===== src/rllt_pkg.sv =====
// Shared sizes, codes, beat types and controller/datapath interface structs.
package rllt_pkg;

  localparam int CODE_DEPTH   = 4096;
  localparam int LINE_ENTRIES = 1024;
  localparam int LINE_BITS    = 16;

  localparam int CODE_AW   = $clog2(CODE_DEPTH);
  localparam int CODE_CW   = CODE_AW + 1;
  localparam int ENT_AW    = $clog2(LINE_ENTRIES);
  localparam int ENT_CW    = ENT_AW + 1;

  localparam logic KIND_APPEND = 1'b0;
  localparam logic KIND_LOOKUP = 1'b1;

  localparam logic [1:0] ST_OK        = 2'd0;
  localparam logic [1:0] ST_CODE_FULL = 2'd1;
  localparam logic [1:0] ST_LINE_FULL = 2'd2;
  localparam logic [1:0] ST_EMPTY     = 2'd3;

  typedef struct packed {
    logic        kind;
    logic [7:0]  code_byte;
    logic [15:0] line_number;
    logic [11:0] offset;
  } in_item_t;

  typedef struct packed {
    logic [1:0]  status;
    logic [15:0] line_out;
    logic [7:0]  byte_out;
    logic [11:0] offset_out;
  } out_item_t;

  typedef struct packed {
    logic load;
    logic decide;
    logic search;
    logic finish;
    logic out_load;
  } ctrl_cmd_t;

  typedef struct packed {
    logic is_lookup;
    logic empty;
    logic search_done;
  } dp_stat_t;

endpackage


===== src/rllt_ctrl.sv =====
// Controller: sequences accept, decode, search, line read and result hand-off.
module rllt_ctrl (
  input  logic                clk,
  input  logic                rst,
  input  logic                in_valid,
  output logic                in_ready,
  output logic                out_valid,
  input  logic                out_ready,
  input  rllt_pkg::dp_stat_t  stat,
  output rllt_pkg::ctrl_cmd_t cmd
);

  typedef enum logic [2:0] {
    S_IDLE,
    S_DECIDE,
    S_SEARCH,
    S_LINE,
    S_RESULT
  } state_t;

  state_t state;
  logic   slot_free;

  assign in_ready  = (state == S_IDLE);
  assign slot_free = !out_valid || out_ready;

  always_comb begin
    cmd          = '0;
    cmd.load     = in_valid && in_ready;
    cmd.decide   = (state == S_DECIDE);
    cmd.search   = (state == S_SEARCH);
    cmd.finish   = (state == S_LINE);
    cmd.out_load = (state == S_RESULT) && slot_free;
  end

  always_ff @(posedge clk) begin
    if (rst) begin
      state     <= S_IDLE;
      out_valid <= 1'b0;
    end else begin
      if (cmd.out_load) begin
        out_valid <= 1'b1;
      end else if (out_ready) begin
        out_valid <= 1'b0;
      end
      unique case (state)
        S_IDLE: begin
          if (in_valid) begin
            state <= S_DECIDE;
          end
        end
        S_DECIDE: begin
          if (stat.is_lookup && !stat.empty) begin
            state <= S_SEARCH;
          end else begin
            state <= S_RESULT;
          end
        end
        S_SEARCH: begin
          if (stat.search_done) begin
            state <= S_LINE;
          end
        end
        S_LINE: begin
          state <= S_RESULT;
        end
        S_RESULT: begin
          if (slot_free) begin
            state <= S_IDLE;
          end
        end
        default: begin
          state <= S_IDLE;
        end
      endcase
    end
  end

endmodule


===== config.mk =====
export PLATFORM = sky130hd
export DESIGN_NAME = rllt_ctrl
export DESIGN_NICKNAME = d
export VERILOG_FILES = /design/src/rllt_pkg.sv /design/src/rllt_ctrl.sv
export SDC_FILE = /design/constraint.sdc
export NUM_CORES = 1
export LEC_CHECK = 0
export BUFFER_PORTS_ARGS = -buffer_cell sky130_fd_sc_hd__buf_2
export CORE_AREA = 2 2 39 41
export CTS_CLUSTER_DIAMETER = 100
export CTS_CLUSTER_SIZE = 12
export DETAILED_ROUTE_END_ITERATION = 10
export DIE_AREA = 0 0 41 43
export SLEW_MARGIN = 10
export SYNTH_ARGS = -nofsm -noshare
export SYNTH_HDL_FRONTEND = slang
export SYNTH_SLANG_ARGS = --single-unit

===== constraint.sdc =====
create_clock -name clk -period 1.45 [get_ports clk]
set_clock_uncertainty 0.15 [all_clocks]
set_input_delay 0.0725 -clock clk [delete_from_list [all_inputs] [get_ports clk]]
set_output_delay 0.0725 -clock clk [all_outputs]
set_load 0.005 [all_outputs]

==> results by group <==
Global routing
  – Antenna violations before repair: 0
  – Overflow after GRT: 0
  – First-pass GRT wire length: 972 µm
  – M2 GR Usage: 0.1250
  – GR Util All Layers: 0.09155
  – Top Usage Layer GRT: met2
  – Vias in the first global route: 251
  – Largest net degree at the start of global routing: 9
  – M1 GR Usage: 0.08738
  – Met3 Use GR: 0.09424

Floorplan
  – Row cnt: 14
  – Initial Util: 0.1609
  – Core Region: 1384 µm²
  – I/O Pins: 14
  – Die area: 1763 µm²
  – Die X: 41 µm
  – Die Y: 43 µm

Critical path
  – CP Max Fanout: 3
  – WS Path Type: flop to output pin
  – Crit. End Element: output pin
  – Startpoint Class: flop
  – Worst path arrival time: 1250 ps
  – CP required: 1230 ps
  – Reg2Reg Depth: 3

Detailed routing
  – DR vias: 253
  – DRT antenna net count: 0
  – Via density: 4.081
  – DRC: 0
  – First-pass iteration count of the detailed router: 4
  – DRT iter0 DRCs: 2
  – Wire per inst: 9.710 µm
  – Final wirelength: 602 µm

Clock tree
  – Clock-pin slew on the worst setup and hold paths: 40 ps
  – Inserted Clock Buffers: 3
  – Clk sinks: 4
  – Clk Latency, worst-skew pair: 240 ps
  – Root buf cell: clkbuf_4
  – # H-tree levels: 1
  – TritonCTS clock tree: done
  – Clk buf depth: 2

Layout
  – Non-filler cells, final: 62
  – Core Util, Final: 0.3038
  – Final Net Count: 55
  – Share of cells above drive strength 1: 0.5652
  – Area grow syn2layout: 88.76%
  – Number of diodes: 0
  – Design area: 420.4 µm²

Timing
  – RSZ-0062 raised after global routing: true
  – Period minus WS final: 1468 ps
  – Max Clk Rate: 681.1 MHz
  – Final period util: 1.013
  – Setup-failing EPs final: 1
  – Slew @ Worst Pin: 213.3 ps
  – Slew Limit Fails: 0
  – Worst hold slack: 371.3 ps
  – Max_slew headroom: 0.8573
  – Worst setup margin: -18.19 ps
  – Final Hold Vio Count: 0

Logic synthesis
  – Syn_nets: 29
  – Synth unique cells: 16
  – Post-synthesis area per instance: 10.12 µm²
  – Register bit count reported by yosys: 4
  – Cell count after synthesis: 22
  – Warnings, synthesis: 0
  – Post-Syn Area: 222.7 µm²
  – Seq/Total Area, Yosys: 0.3596

Place
  – Placed cells: 52
  – Routability cong.: 0.6961
  – Area of placed instances: 311.5 µm²
  – PortBufs: 13
  – Post-DP HPWL: 388.9 µm
  – Post-place setup slack: 152.1 ps

Hold path
  – Hold Path Stages: 2
  – Hold/Removal Path Class: flop to flop

Power
  – Reg power frac: 0.358
  – Comb power frac: 0.212
  – Clock Power Share: 0.430
  – P_leak: 0.1866 nW
  – Pwr dens: 783.5 nW/µm²
  – Switch Pwr: 0.00007741 W
  – Int Power: 0.0002520 W
  – Maximum VDD drop: 0.5186 mV
  – Sw Share: 0.2350

Status
  – Status: finished, violations left
  – Failing checks: setup timing

Job
  – Max Cap Viol: 0
[area by class of cell]
cell class	count	area, µm²
Clock buffer	3	22.52
Multi-Input combinational cell	17	138.9
Timing Repair Buffer	22	153.9
Fill cell	136	963.4
Sequential cell	4	85.08
Tap cell	16	20.02
[critical path, cell delays in order (launching register included)]
cell and delay, ps:
dfxtp_4 330, or3b_4 370, and2b_2 230, buf_6 90
[routing by layer]
metal,wire length [µm],up-vias,share of wire
li1,-,132,-
met1,285,106,0.47
met2,263,15,0.44
met3,54,0,0.090
met4,0,0,0
met5,0,-,0
[timing repair]
item                                    in CTS  in global routing
hold buffers                                 6                  0
endpoints found under the setup margin       1                  1
setup buffers                                1                  0
resized for setup                            5                  1
pin swaps                                    0                  0
hold endpoints to repair                     4                  0
[placed cells by master, fill, tap and decap left out, types with 2 or more instances in the layout]
cell type,count
nor3b_1,3
dlygate4sd3_1,6
dfxtp_1,2
buf_4,3
clkbuf_4,3
buf_2,12
nand2b_1,2
[cells in the mapped netlist]
library cell / instances / share of area
dfxtp_1: 4 / 0.36
nor3b_1: 3 / 0.10
nand2b_1: 2 / 0.056
a211oi_1: 1 / 0.034
a21oi_1: 1 / 0.022
and2_1: 1 / 0.028
and2b_2: 1 / 0.039
and3b_2: 1 / 0.045
buf_6: 1 / 0.051
mux2i_1: 1 / 0.045
nand4bb_1: 1 / 0.051
nor3_1: 1 / 0.022
nor4_1: 1 / 0.028
o32ai_1: 1 / 0.039
or3b_1: 1 / 0.039
or3b_2: 1 / 0.039
[logic make-up (layout without fill, tap and decap cells)]
kind of cell    after synthesis  after routing  share of synthesized area
compound gates                3              3                    0.09550
simple gates                 13             13                     0.4495
flops                         4              4                     0.3596
buf+inv                       1             25                    0.05056
mux                           1              1                    0.04495
[power by group through the flow]
stage / logic (W) / registers [W] / clock network (W)
final: 0.0000697 / 0.000118 / 0.000142
after detailed placement: 0.0000474 / 0.000123 / 0
after global placement: 0.0000468 / 0.000122 / 0
after global routing: 0.0000779 / 0.000118 / 0.000160
after floorplan: 0.0000229 / 0.000122 / 0
after CTS: 0.0000689 / 0.000118 / 0.000149
[path summary, 6_finish.rpt]
kind                   from   endpoint  slack, ps
setup reg to reg   state[2]   state[2]        180
hold reg to reg   out_valid  out_valid        370
hold / removal    out_valid  out_valid        370
setup / recovery   state[0]     cmd[0]        -20
[flip-flops by register name, indices dropped and copies added (netlist names)]
| signal | cells |
|---|---|
| state | 3 |
| out_valid | 1 |
[metrics by stage]
stage / power, W / setup TNS, ps
floorplan: 0.0001453 / 0
global placement: 0.0001689 / 0
detailed placement: 0.0001700 / 0
CTS: 0.0003357 / -29.88
global route: 0.0003558 / -57.46
finish: 0.0003294 / -18.19
No activity file was read; power rests on OpenSTA's default activity.
